File: src/rtl/dcds_pkg.sv
// Package: shared types, constants and helpers of the descriptor chain DMA sequencer.
package dcds_pkg;

  // Number of descriptor slots that the design provides.
  localparam int DESCRIPTOR_SLOTS = 16;

  // Width of a descriptor index as it travels in requests and results.
  localparam int SLOT_W = 4;

  // Only the first sixteen slots can be addressed through a four-bit index.
  localparam int TABLE_DEPTH = (DESCRIPTOR_SLOTS < (1 << SLOT_W)) ?
                               DESCRIPTOR_SLOTS : (1 << SLOT_W);
  localparam int IDX_W = (TABLE_DEPTH > 1) ? $clog2(TABLE_DEPTH) : 1;

  // Width used to compare an index against the slot count.
  localparam int LIMIT_W = 9;

  // Descriptor mode codes.
  localparam logic [1:0] MODE_SUSPENDED = 2'd0;
  localparam logic [1:0] MODE_TRANSFER  = 2'd1;

  // Request kinds after classification.
  typedef enum logic [1:0] {
    OP_TICK    = 2'd0,
    OP_WRITE   = 2'd1,
    OP_RESTART = 2'd2,
    OP_NONE    = 2'd3
  } op_e;

  // One classified request as it waits in the queue.
  typedef struct packed {
    op_e         kind;
    logic        enable;
    logic [31:0] word;
    logic [3:0]  idx;
    logic        write_ok;
    logic [3:0]  next;
    logic [31:0] start;
    logic [1:0]  mode;
    logic [31:0] count;
    logic [31:0] stride;
  } cmd_t;

  // True when the index names a slot that exists.
  function automatic logic slot_ok(input logic [SLOT_W-1:0] i);
    slot_ok = ({{(LIMIT_W-SLOT_W){1'b0}}, i} < LIMIT_W'(DESCRIPTOR_SLOTS));
  endfunction

endpackage

File: src/rtl/dcds_front.sv
// Front end: unpacks and classifies incoming requests.
module dcds_front (
  input  logic              s_valid_i,
  input  logic [1:0]        s_user_i,
  input  logic [143:0]      s_data_i,
  output logic              cmd_valid_o,
  output dcds_pkg::cmd_t    cmd_o
);

  // Map the operation code onto a request kind and unpack the payload.
  always_comb begin
    cmd_o = '0;
    // Every operation code has a kind of its own; the unused code changes no state but still reports.
    cmd_o.kind     = dcds_pkg::op_e'(s_user_i);
    cmd_o.enable   = s_data_i[0];
    cmd_o.word     = s_data_i[32:1];
    cmd_o.idx      = s_data_i[36:33];
    cmd_o.next     = s_data_i[40:37];
    cmd_o.start    = s_data_i[72:41];
    cmd_o.mode     = s_data_i[74:73];
    cmd_o.count    = s_data_i[106:75];
    cmd_o.stride   = s_data_i[138:107];
    // A write to a slot beyond the table is dropped.
    cmd_o.write_ok = dcds_pkg::slot_ok(s_data_i[36:33]);
  end

  assign cmd_valid_o = s_valid_i;

endmodule

File: src/rtl/dcds_queue.sv
// Two-entry request queue between the front end and the execution stage.
module dcds_queue (
  input  logic           clk_i,
  input  logic           rst_ni,
  input  logic           push_valid_i,
  output logic           push_ready_o,
  input  dcds_pkg::cmd_t push_cmd_i,
  output logic           pop_valid_o,
  input  logic           pop_ready_i,
  output dcds_pkg::cmd_t pop_cmd_o
);

  dcds_pkg::cmd_t slot_q [2];
  logic       wr_ptr_q, wr_ptr_d;
  logic       rd_ptr_q, rd_ptr_d;
  logic [1:0] fill_q, fill_d;
  logic       push, pop;

  assign push_ready_o = (fill_q != 2'd2);
  assign pop_valid_o  = (fill_q != 2'd0);
  assign pop_cmd_o    = slot_q[rd_ptr_q];
  assign push         = push_valid_i && push_ready_o;
  assign pop          = pop_valid_o && pop_ready_i;

  // Pointer and fill bookkeeping.
  always_comb begin
    wr_ptr_d = push ? ~wr_ptr_q : wr_ptr_q;
    rd_ptr_d = pop ? ~rd_ptr_q : rd_ptr_q;
    fill_d   = fill_q;
    if (push && !pop) begin
      fill_d = fill_q + 2'd1;
    end else if (pop && !push) begin
      fill_d = fill_q - 2'd1;
    end
  end

  always_ff @(posedge clk_i or negedge rst_ni) begin
    if (!rst_ni) begin
      wr_ptr_q <= 1'b0;
      rd_ptr_q <= 1'b0;
      fill_q   <= 2'd0;
    end else begin
      wr_ptr_q <= wr_ptr_d;
      rd_ptr_q <= rd_ptr_d;
      fill_q   <= fill_d;
    end
  end

  // Storage needs no reset.
  always_ff @(posedge clk_i) begin
    if (push) begin
      slot_q[wr_ptr_q] <= push_cmd_i;
    end
  end

endmodule

File: src/rtl/dcds_back.sv
// Execution stage: descriptor tables, sequencer state and the result register.
module dcds_back (
  input  logic           clk_i,
  input  logic           rst_ni,
  input  logic           direction_i,
  input  logic           cmd_valid_i,
  output logic           cmd_ready_o,
  input  dcds_pkg::cmd_t cmd_i,
  output logic           m_valid_o,
  input  logic           m_ready_i,
  output logic [71:0]    m_data_o
);

  localparam int DEPTH = dcds_pkg::TABLE_DEPTH;
  localparam int IW    = dcds_pkg::IDX_W;

  // Descriptor tables, undefined until written.
  logic [3:0]  next_tbl_q   [DEPTH];
  logic [31:0] start_tbl_q  [DEPTH];
  logic [1:0]  mode_tbl_q   [DEPTH];
  logic [31:0] count_tbl_q  [DEPTH];
  logic [31:0] stride_tbl_q [DEPTH];

  logic [3:0]  cur_q, cur_d;
  logic [31:0] addr_q, addr_d;
  logic [31:0] rem_q, rem_d;
  logic        out_valid_q;
  logic [71:0] out_data_q, out_data_d;

  logic        exec;
  logic        cur_ok, sel_ok, load_ok, write_hit;
  logic [3:0]  sel_idx, load_idx, link;
  logic [1:0]  mode_cur, mode_sel;
  logic [31:0] stride_cur, load_start, load_count, rem_dec;
  logic [31:0] res_addr, res_word;
  logic        res_rd, res_wr, res_done, res_susp;
  logic [3:0]  res_active;

  // A request executes whenever the result register is free or being taken.
  assign cmd_ready_o = !out_valid_q || m_ready_i;
  assign exec        = cmd_valid_i && cmd_ready_o;
  assign m_valid_o   = out_valid_q;
  assign m_data_o    = out_data_q;

  // Table reads: link and stride of the current slot, mode of the current
  // slot or of slot zero on a restart, start and count of the slot being loaded.
  always_comb begin
    cur_ok     = dcds_pkg::slot_ok(cur_q);
    link       = cur_ok ? next_tbl_q[cur_q[IW-1:0]] : 4'd0;
    stride_cur = cur_ok ? stride_tbl_q[cur_q[IW-1:0]] : 32'd0;
    mode_cur   = cur_ok ? mode_tbl_q[cur_q[IW-1:0]] : dcds_pkg::MODE_SUSPENDED;
    sel_idx    = (cmd_i.kind == dcds_pkg::OP_RESTART) ? 4'd0 : cur_q;
    sel_ok     = dcds_pkg::slot_ok(sel_idx);
    mode_sel   = sel_ok ? mode_tbl_q[sel_idx[IW-1:0]] : dcds_pkg::MODE_SUSPENDED;
    load_idx   = (cmd_i.kind == dcds_pkg::OP_RESTART) ? 4'd0 : link;
    load_ok    = dcds_pkg::slot_ok(load_idx);
    load_start = load_ok ? start_tbl_q[load_idx[IW-1:0]] : 32'd0;
    load_count = load_ok ? count_tbl_q[load_idx[IW-1:0]] : 32'd0;
  end

  // Execute one request and form its result.
  always_comb begin
    cur_d      = cur_q;
    addr_d     = addr_q;
    rem_d      = rem_q;
    rem_dec    = rem_q - 32'd1;
    write_hit  = cmd_i.write_ok && (cmd_i.idx == cur_q);
    res_addr   = 32'd0;
    res_rd     = 1'b0;
    res_wr     = 1'b0;
    res_word   = 32'd0;
    res_done   = 1'b0;
    res_active = cur_q;
    res_susp   = (mode_cur == dcds_pkg::MODE_SUSPENDED);
    case (cmd_i.kind)
      dcds_pkg::OP_TICK: begin
        if (cmd_i.enable && (mode_cur != dcds_pkg::MODE_SUSPENDED)) begin
          if (mode_cur == dcds_pkg::MODE_TRANSFER) begin
            res_addr = addr_q;
            res_wr   = direction_i;
            res_rd   = !direction_i;
            res_word = direction_i ? cmd_i.word : 32'd0;
            addr_d   = addr_q + stride_cur;
          end
          rem_d = rem_dec;
          // Count exhausted: follow the link and load that descriptor.
          if (rem_dec == 32'd0) begin
            res_done = 1'b1;
            cur_d    = link;
            addr_d   = load_start;
            rem_d    = load_count;
          end
        end
      end
      dcds_pkg::OP_WRITE: begin
        // Writing the active slot changes its mode at once.
        if (write_hit) begin
          res_susp = (cmd_i.mode == dcds_pkg::MODE_SUSPENDED);
        end
      end
      dcds_pkg::OP_RESTART: begin
        cur_d      = 4'd0;
        addr_d     = load_start;
        rem_d      = load_count;
        res_active = 4'd0;
        res_susp   = (mode_sel == dcds_pkg::MODE_SUSPENDED);
      end
      default: begin
      end
    endcase
    out_data_d = {res_susp, res_done, res_active, res_word, res_wr, res_rd, res_addr};
  end

  // Sequencer state and result handshake.
  always_ff @(posedge clk_i or negedge rst_ni) begin
    if (!rst_ni) begin
      cur_q       <= 4'd0;
      addr_q      <= 32'd0;
      rem_q       <= 32'd0;
      out_valid_q <= 1'b0;
    end else begin
      if (exec) begin
        cur_q  <= cur_d;
        addr_q <= addr_d;
        rem_q  <= rem_d;
      end
      if (exec) begin
        out_valid_q <= 1'b1;
      end else if (m_ready_i) begin
        out_valid_q <= 1'b0;
      end
    end
  end

  // Result payload and descriptor tables.
  always_ff @(posedge clk_i) begin
    if (exec) begin
      out_data_q <= out_data_d;
    end
    if (exec && (cmd_i.kind == dcds_pkg::OP_WRITE) && cmd_i.write_ok) begin
      next_tbl_q[cmd_i.idx[IW-1:0]]   <= cmd_i.next;
      start_tbl_q[cmd_i.idx[IW-1:0]]  <= cmd_i.start;
      mode_tbl_q[cmd_i.idx[IW-1:0]]   <= cmd_i.mode;
      count_tbl_q[cmd_i.idx[IW-1:0]]  <= cmd_i.count;
      stride_tbl_q[cmd_i.idx[IW-1:0]] <= cmd_i.stride;
    end
  end

endmodule

File: src/rtl/descriptor_chain_dma_sequencer_unit.sv
// Top level of the descriptor chain DMA sequencer: front end, request queue, execution stage.
// An accepted request passes through the request queue and then the result register.
// Throughput: one request per cycle while results are taken; the execution stage, with the
// descriptor tables held in registers, completes one tick, write or restart each cycle.
// Stalls: while a result waits, the two-entry queue takes up to two requests.
// Reset clears the pointer, address, count, direction, queue and result valid.
module descriptor_chain_dma_sequencer_unit (
  input  logic         clk_i,
  input  logic         rst_ni,
  // Request stream.
  input  logic         s_axis_tvalid,
  output logic         s_axis_tready,
  // tdata from bit 0: enable, stream_in_word, entry_index, entry_next,
  // entry_start, entry_mode, entry_count, entry_stride, zero fill.
  input  logic [143:0] s_axis_tdata,
  // tuser: operation.
  input  logic [1:0]   s_axis_tuser,
  // Result stream.
  output logic         m_axis_tvalid,
  input  logic         m_axis_tready,
  // tdata from bit 0: mem_address, mem_read, mem_write, write_word,
  // active_index, descriptor_done, suspended.
  output logic [71:0]  m_axis_tdata,
  // Configuration port.
  input  logic         psel,
  input  logic         penable,
  input  logic         pwrite,
  input  logic [2:0]   paddr,
  input  logic [31:0]  pwdata,
  output logic [31:0]  prdata,
  output logic         pready
);

  logic           front_valid;
  dcds_pkg::cmd_t front_cmd;
  logic           q_valid, q_ready;
  dcds_pkg::cmd_t q_cmd;
  logic           dir_q;

  // Configuration register: transfer direction.
  assign pready = 1'b1;
  assign prdata = (paddr[2] == 1'b0) ? {31'd0, dir_q} : 32'd0;

  always_ff @(posedge clk_i or negedge rst_ni) begin
    if (!rst_ni) begin
      dir_q <= 1'b0;
    end else if (psel && penable && pwrite && pready && (paddr[2] == 1'b0)) begin
      dir_q <= pwdata[0];
    end
  end

  dcds_front u_front (
    .s_valid_i   (s_axis_tvalid),
    .s_user_i    (s_axis_tuser),
    .s_data_i    (s_axis_tdata),
    .cmd_valid_o (front_valid),
    .cmd_o       (front_cmd)
  );

  dcds_queue u_queue (
    .clk_i        (clk_i),
    .rst_ni       (rst_ni),
    .push_valid_i (front_valid),
    .push_ready_o (s_axis_tready),
    .push_cmd_i   (front_cmd),
    .pop_valid_o  (q_valid),
    .pop_ready_i  (q_ready),
    .pop_cmd_o    (q_cmd)
  );

  dcds_back u_back (
    .clk_i       (clk_i),
    .rst_ni      (rst_ni),
    .direction_i (dir_q),
    .cmd_valid_i (q_valid),
    .cmd_ready_o (q_ready),
    .cmd_i       (q_cmd),
    .m_valid_o   (m_axis_tvalid),
    .m_ready_i   (m_axis_tready),
    .m_data_o    (m_axis_tdata)
  );

endmodule

File: config.mk
export PLATFORM = sky130hd
export DESIGN_NAME = descriptor_chain_dma_sequencer_unit
export DESIGN_NICKNAME = d
export VERILOG_FILES = /design/src/rtl/dcds_pkg.sv /design/src/rtl/dcds_front.sv /design/src/rtl/dcds_queue.sv /design/src/rtl/dcds_back.sv /design/src/rtl/descriptor_chain_dma_sequencer_unit.sv
export SDC_FILE = /design/constraint.sdc
export NUM_CORES = 2
export LEC_CHECK = 0
export BUFFER_PORTS_ARGS = -buffer_cell sky130_fd_sc_hd__buf_2
export CORE_MARGIN = 1
export CORE_UTILIZATION = 40
export DETAILED_ROUTE_END_ITERATION = 6
export GPL_TIMING_DRIVEN = 0
export SLEW_MARGIN = 25
export SYNTH_ARGS = -nofsm -noshare
export SYNTH_HDL_FRONTEND = slang
export SYNTH_HIERARCHICAL = 1
export SYNTH_SLANG_ARGS = --single-unit
File: constraint.sdc
create_clock -name clk_i -period 15.8 [get_ports clk_i]
set_input_delay 0 -clock clk_i [delete_from_list [all_inputs] [get_ports clk_i]]
set_output_delay 0 -clock clk_i [all_outputs]
set_load 0.03 [all_outputs]
=== Word level (Yosys, flattened, before mapping) ===
Memory sizes are Yosys's and may differ from the RTL's.
Cells that the tools add are included.

* Register bits: 146
* Bits in writable memories: 1914
* Bits of input ports: 188
* Output and inout port bits: 107
* Logic and storage cells: 89
* Memories kept: 6

* Add/subtract/negate cells: 4
* Equality and inequality tests: 8
* Muxes and demuxes: 24
* Bitwise logic cells: 3
* Reduce and logical (&&, ||, !) cells: 32

{| class="wikitable"
|+ Memories
! name !! depth !! width !! rd ports !! clocked after Yosys merged registers in !! write ports !! RTL line !! RTL
|-
| u_back.count_tbl_q || 16 || 32 || 1 || 0 || 1 || dcds_back.sv:21 || <nowiki>logic [31:0] count_tbl_q [DEPTH];</nowiki>
|-
| u_back.start_tbl_q || 16 || 32 || 1 || 0 || 1 || dcds_back.sv:19 || <nowiki>logic [31:0] start_tbl_q [DEPTH];</nowiki>
|-
| u_back.stride_tbl_q || 16 || 32 || 1 || 0 || 1 || dcds_back.sv:22 || <nowiki>logic [31:0] stride_tbl_q [DEPTH];</nowiki>
|-
| u_queue.slot_q || 2 || 141 || 1 || 0 || 1 || dcds_queue.sv:13 || <nowiki>dcds_pkg::cmd_t slot_q [2];</nowiki>
|-
| u_back.next_tbl_q || 16 || 4 || 1 || 0 || 1 || dcds_back.sv:18 || <nowiki>logic [3:0] next_tbl_q [DEPTH];</nowiki>
|-
| u_back.mode_tbl_q || 16 || 2 || 2 || 0 || 1 || dcds_back.sv:20 || <nowiki>logic [1:0] mode_tbl_q [DEPTH];</nowiki>
|}

{| class="wikitable"
|+ Operators by type and width
! kind !! number
|-
| $mux W32 || 5
|-
| $pmux W32 S2 || 2
|-
| $add A32 B32 Y32 || 1
|-
| $logic_not A32 Y1 || 1
|-
| $sub A32 B1 Y32 const B || 1
|-
| $mux W4 || 4
|-
| $reduce_and A4 Y1 || 3
|-
| $reduce_bool A2 Y1 || 5
|-
| $logic_and A1 B1 Y1 || 9
|-
| $mux W1 || 9
|-
| $logic_not A2 Y1 || 4
|-
| $pmux W4 S2 || 1
|-
| $reduce_and A3 Y1 || 2
|-
| $eq A2 B1 Y1 const B || 2
|-
| $eq A4 B4 Y1 || 1
|-
| $logic_not A1 Y1 || 4
|-
| $mux W2 || 2
|-
| $ne A2 B1 Y1 const B || 2
|-
| $ne A3 B1 Y1 const B || 1
|-
| $not A1 Y1 || 3
|-
| $add A2 B1 Y2 const B || 1
|-
| $eq A2 B2 Y1 const B || 1
|-
| $ne A2 B2 Y1 const B || 1
|-
| $pmux W1 S2 || 1
|-
| 5 further kinds || 5
|}

=== Longest topological paths before layout ===
* Depth after elaboration: 7
* Gate-level depth with buffers: 20
* Gate-level depth less buffers: 14

=== Cells and area by module ===
The synthesis kept the hierarchy.

{| class="wikitable"
|+ By module, submodules not included
! module !! times used !! cells each !! area each (um^2) !! seq. area each (um^2)
|-
| dcds_back || 1 || 4125 || 69639.3 || 52895.7
|-
| dcds_queue || 1 || 460 || 10720.3 || 8628.3
|-
| dcds_front || 1 || 144 || 1077.3 || 0.0
|-
| descriptor_chain_dma_sequencer_unit || 1 || 38 || 301.5 || 25.0
|}

=== Worst setup path after synthesis ===
OpenSTA, ideal clock, no wires.

* Kind: flip-flop to flip-flop
* Start: reg u_back.out_valid_q (netlist: u_back/m_valid_o)
* End: mem u_back.count_tbl_q[0][0], enable pin
* Setup time: 0.688 ns
* Arrival time: 9.751 ns
* Slack: 5.361 ns
* Cell stages (with the launch flop): 7
* Path buffers: 0
* Clock period less this slack: 10.439 ns
* Cell sequence: dfrtp_1 nand2b_1 nand2_1 inv_1 nand3_1 or3_1 nor3_1

* Word-level cells in the longest chain between the ends: 7

{| class="wikitable"
|+ Ends and longest elaborated chain
! item !! RTL line !! RTL
|-
| start: declaration || dcds_back.sv:27 || <nowiki>logic out_valid_q;</nowiki>
|-
| start signal: assignment || dcds_back.sv:120 || <nowiki>out_valid_q <= 1'b0;</nowiki>
|-
| start signal: assignment || dcds_back.sv:128 || <nowiki>out_valid_q <= 1'b1;</nowiki>
|-
| start signal: assignment || dcds_back.sv:130 || <nowiki>out_valid_q <= 1'b0;</nowiki>
|-
| $logic_not A1 Y1 || dcds_back.sv:40 || <nowiki>assign cmd_ready_o = !out_valid_q || m_ready_i;</nowiki>
|-
| $logic_or A1 B1 Y1 || dcds_back.sv:40 ||
|-
| net q_ready || descriptor_chain_dma_sequencer_unit.sv:36 || <nowiki>logic q_valid, q_ready;</nowiki>
|-
| $logic_and A1 B1 Y1 || dcds_back.sv:41 || <nowiki>assign exec = cmd_valid_i && cmd_ready_o;</nowiki>
|-
| net u_back.exec || dcds_back.sv:30 || <nowiki>logic exec;</nowiki>
|-
| $logic_and A1 B1 Y1 (2 in a row) || dcds_back.sv:140 || <nowiki>if (exec && (cmd_i.kind == dcds_pkg::OP_WRITE) && cmd_i.write_ok) begin</nowiki>
|-
| $mux W1 || dcds_back.sv:140 ||
|-
| $mux W1 (not written as such) || dcds_back.sv:144 || <nowiki>count_tbl_q[cmd_i.idx[IW-1:0]] <= cmd_i.count;</nowiki>
|-
| end: declaration || dcds_back.sv:21 ||
|}

The timed path passes the listed nets, and every way through them passes these cells.

=== Worst setup path in the final report ===
* Start: reg u_back.cur_q[1]
* End: reg u_back.addr_q[30]

* Word-level cells in the longest chain between the ends: 6

{| class="wikitable"
|+ Ends and longest elaborated chain
! item !! RTL line !! RTL
|-
| start: declaration || dcds_back.sv:24 || <nowiki>logic [3:0] cur_q, cur_d;</nowiki>
|-
| start signal: assignment || dcds_back.sv:123 || <nowiki>cur_q <= cur_d;</nowiki>
|-
| $mem_v2 Z16 W32 or $mem_v2 Z16 W4 (tied branches) || - ||
|-
| $add A32 B32 Y32 or $mux W4 (tied branches) || dcds_back.sv:83, dcds_back.sv:55 ||
|-
| $mux W32 or $mem_v2 Z16 W32 (tied branches) || - ||
|-
| $mux W32 || dcds_back.sv:87 || <nowiki>if (rem_dec == 32'd0) begin</nowiki>
|-
| $mux W32 || dcds_back.sv:77 || <nowiki>if (cmd_i.enable && (mode_cur != dcds_pkg::MODE_SUSPENDED)) begin</nowiki>
|-
| $pmux W32 S2 || dcds_back.sv:75 || <nowiki>case (cmd_i.kind)</nowiki>
|-
| end signal: assignment || dcds_back.sv:124 || <nowiki>addr_q <= addr_d;</nowiki>
|-
| end: declaration || dcds_back.sv:25 || <nowiki>logic [31:0] addr_q, addr_d;</nowiki>
|}

Several ways; a longest one is shown, not always the timed one. The select of a mux whose other input is x is not followed.
A chain may end at the register's enable or synchronous reset.

==> impl_metrics.toml <==
[clock_network]
cts.sinks = 2062
clock_path_buffers = 3
htree_levels = 4
clk_pin_slew_ps = 60
clk_latency_ps = 880
numCtsBuffers = 203
postCtsSetupRepairBufs = 0
cts_root_buf = "clkbuf_16"
cts_tree = "done"

[global_route]
grt_max_degree = 57
grt_usage_pct = 23.0
grt-ovfl-total = 0
grt_pass1_vias = 47450
grt_pass1_wl_mm = 339
antenna_found_initial = 10

[min_path]
min_path_type = "input port to flop"
hold_path_depth = 4

[worst_setup_path]
critPathCaptureType = "flop"
r2r_cells = 18
startpoint_type = "flop"
crit_path_max_incr_delay_ps = 800
cp.required_ps = 16540
crit_chain = "clkbuf_1 -> buf_2 -> buf_2 -> clkbuf_1 -> clkbuf_1 -> clkbuf_1 -> mux4_2 -> mux4_2 -> ha_1 -> and2_1 -> a221o_1 -> a221o_1 -> a22o_1 -> a211oi_1 -> a21oi_1 -> a21oi_1 -> xnor2_1 -> a211o_1"
crit_slowest_cell = "clkbuf_1"
critical_path_class = "flop to flop"
worst-path-max-fanout = 10
cp.arrival_ps = 8320
cpMostUsedCell = "clkbuf_1"

[synthesis]
netlist_top_cells_area = "edfxtp_1 73%, mux4_2 5.1%, nand2_1 2.5%"
synth_edf_count = 1988
ys_seq_elements = 2062
syn-mean-instance-area_um2 = 17.1
synthTopCellsByCount = "1988 x edfxtp_1, 546 x nand2_1, 211 x o22ai_1"
ys_warn_count = 6
yosys.area.top_type = "edfxtp_1"
synth_ff_type = "edfxtp_1"
async_flop_share_pct = 3.59
yosysMostFrequentCell = "edfxtp_1"
synth.top_cell.area_share_pct = 73.0
ys_types = 82
syn_area_mm2 = 0.0817
syn-instance-count = 4767
seq_area_frac_synth_pct = 75.3

[detailed_routing]
wl_per_cell_um = 28.3
drt-vias-per-instance = 5.74
drc_errors = 0
wl_mm = 238
vias = 48195
dr.pass1.iters = 6
ant_nets = 0
drt_iter0_markers = 5659

[floorplanning]
start_util_pct = 40.4
die_area_mm2 = 0.206
dieHeight_um = 454
io_pins = 295
core_mm2 = 0.203
rows = 165
die_w_um = 454

[timing]
max_slew_margin_pct = 23.6
fmax_mhz = 132
tightest_slew_ps = 1150
slew_violations = 0
period_needed_ps = 7580
hold_violations = 0
rsz0062_at_grt = "no"
tns_ps = 0
finClkSkew_ps = 76.2
period_share_pct = 48.0
final-setup-viol-count = 0

[place]
hpwl_mm = 163
dpl-instance-area_mm2 = 0.0888
port_buffers = 82
place_congestion = 0.900

[final_layout]
nNetsFinal = 5775
area_growth_pct = 20.3
fin_util_pct = 48.5
fin_area_mm2 = 0.0983
layout-drive-gt1-share_pct = 20.4

[status]
status = "complete, no violations"

[power_and_ir_drop]
total_leakage_power_nw = 32.9
vdd_drop_max_v = 0.000180
p_per_area_mw_per_mm2 = 211

[run]
maxCapViolCount = 0
sequential cells by signal (all words and copies together), names as in the netlist, 2 cells and up:
name,count
u_back/m_data_o,72
u_queue/fill_q,2
u_back/rem_q,32
u_queue/slot_q,284
u_back/addr_q,32
u_back/stride_tbl_q,512
u_back/cur_q,4
u_back/start_tbl_q,512
u_back/next_tbl_q,64
u_back/count_tbl_q,512
u_back/mode_tbl_q,32
final timing paths:
kind,startpoint,to,slack (ps)
max reg2reg,u_back/cur_q[1],u_back/addr_q[30],8220
max,u_back/cur_q[1],u_back/addr_q[30],8220
max in group asynchronous,rst_ni,u_back/addr_q[16],14900
min,s_axis_tvalid,u_queue/wr_ptr_q,90
min in group asynchronous,rst_ni,u_back/rem_q[5],200
min reg2reg,u_queue/fill_q[1],u_queue/fill_q[1],490
report_power, final:
part	internal [mW]	total (mW)	switching, mW
registers	6.99	7.16	0.173
clock network	2.72	4.79	2.07
logic	2.71	8.76	6.05
total	12.4	20.7	8.29
layout make-up:
cell class              count  area, um2
inverters                  18       72.6
multi-input cells        2250      17800
repair buffers            547       6350
clock inverters           112       1160
clock buffers             266       5430
well taps                2672       3340
plain buffers             467       2550
flip-flops and latches   2062      61500
fillers                 16823     104000
diodes                      1       2.50
worst max-delay path: cells and delay by family, from the launching register on:
family | cells | cell delay (ps)
flip-flops | 1 | 330
multiplexers | 2 | 940
adder cells (fa/ha/maj) | 1 | 370
AND/OR/NAND/NOR | 1 | 210
buffers and inverters | 6 | 3310
AO/OA/AOI/OAI | 7 | 2180
XOR/XNOR | 1 | 90
timing repair:
item	CTS	global route
hold endpoints to repair	492	0
setup endpoints to repair	0	0
hold buffers	293	0
gates resized for setup	0	0
layer usage:
layer | up-vias | routed length [um] | GRT usage (%)
met2 | 2303 | 115000 | 37.8
met1 | 24977 | 95600 | 30.7
li1 | 20503 | - | -
met3 | 404 | 18200 | 3.71
met5 | - | 48 | 0
met4 | 8 | 8690 | 8.58
metrics by stage:
step / hold slack [ps] / power (mW) / std cells / setup WS (ps)
2_1_floorplan: -296 / 12.4 / 4797 / 5360
3_3_place_gp: 185 / 15.7 / 7551 / -5530
3_5_place_dp: -111 / 15.8 / 7723 / 8170
4_1_cts: 35.1 / 20.7 / 8394 / 8160
5_1_grt: 89.8 / 21.5 / 8395 / 7840
6_report: 94.9 / 20.7 / 8395 / 8220
cells in the final DEF (no fill, tap or decap), drive strengths merged, types with 74 or more instances in the layout:
| master | n |
|---|---|
| o22ai | 211 |
| edfxtp | 1988 |
| a31oi | 140 |
| nand2 | 546 |
| nor2 | 77 |
| mux4 | 185 |
| a21oi | 85 |
| buf | 509 |
| clkinv | 79 |
| dfrtp | 74 |
| a311oi | 75 |
| dlygate4sd3 | 292 |
| clkbuf | 479 |
| mux2 | 163 |
cells by family (layout without fill, tap and decap cells):
group	count (synthesis)	in the layout	share of synthesized area (%)
other cells	3	34	0.0138
flops	2062	2062	75.3
simple gates	898	898	4.98
mux	397	397	8.26
fa+ha+maj	38	38	0.591
compound gates	842	842	7.23
buf+inv	485	1410	3.17
xor+xnor	42	42	0.450
(Power assumes the default switching activity.)
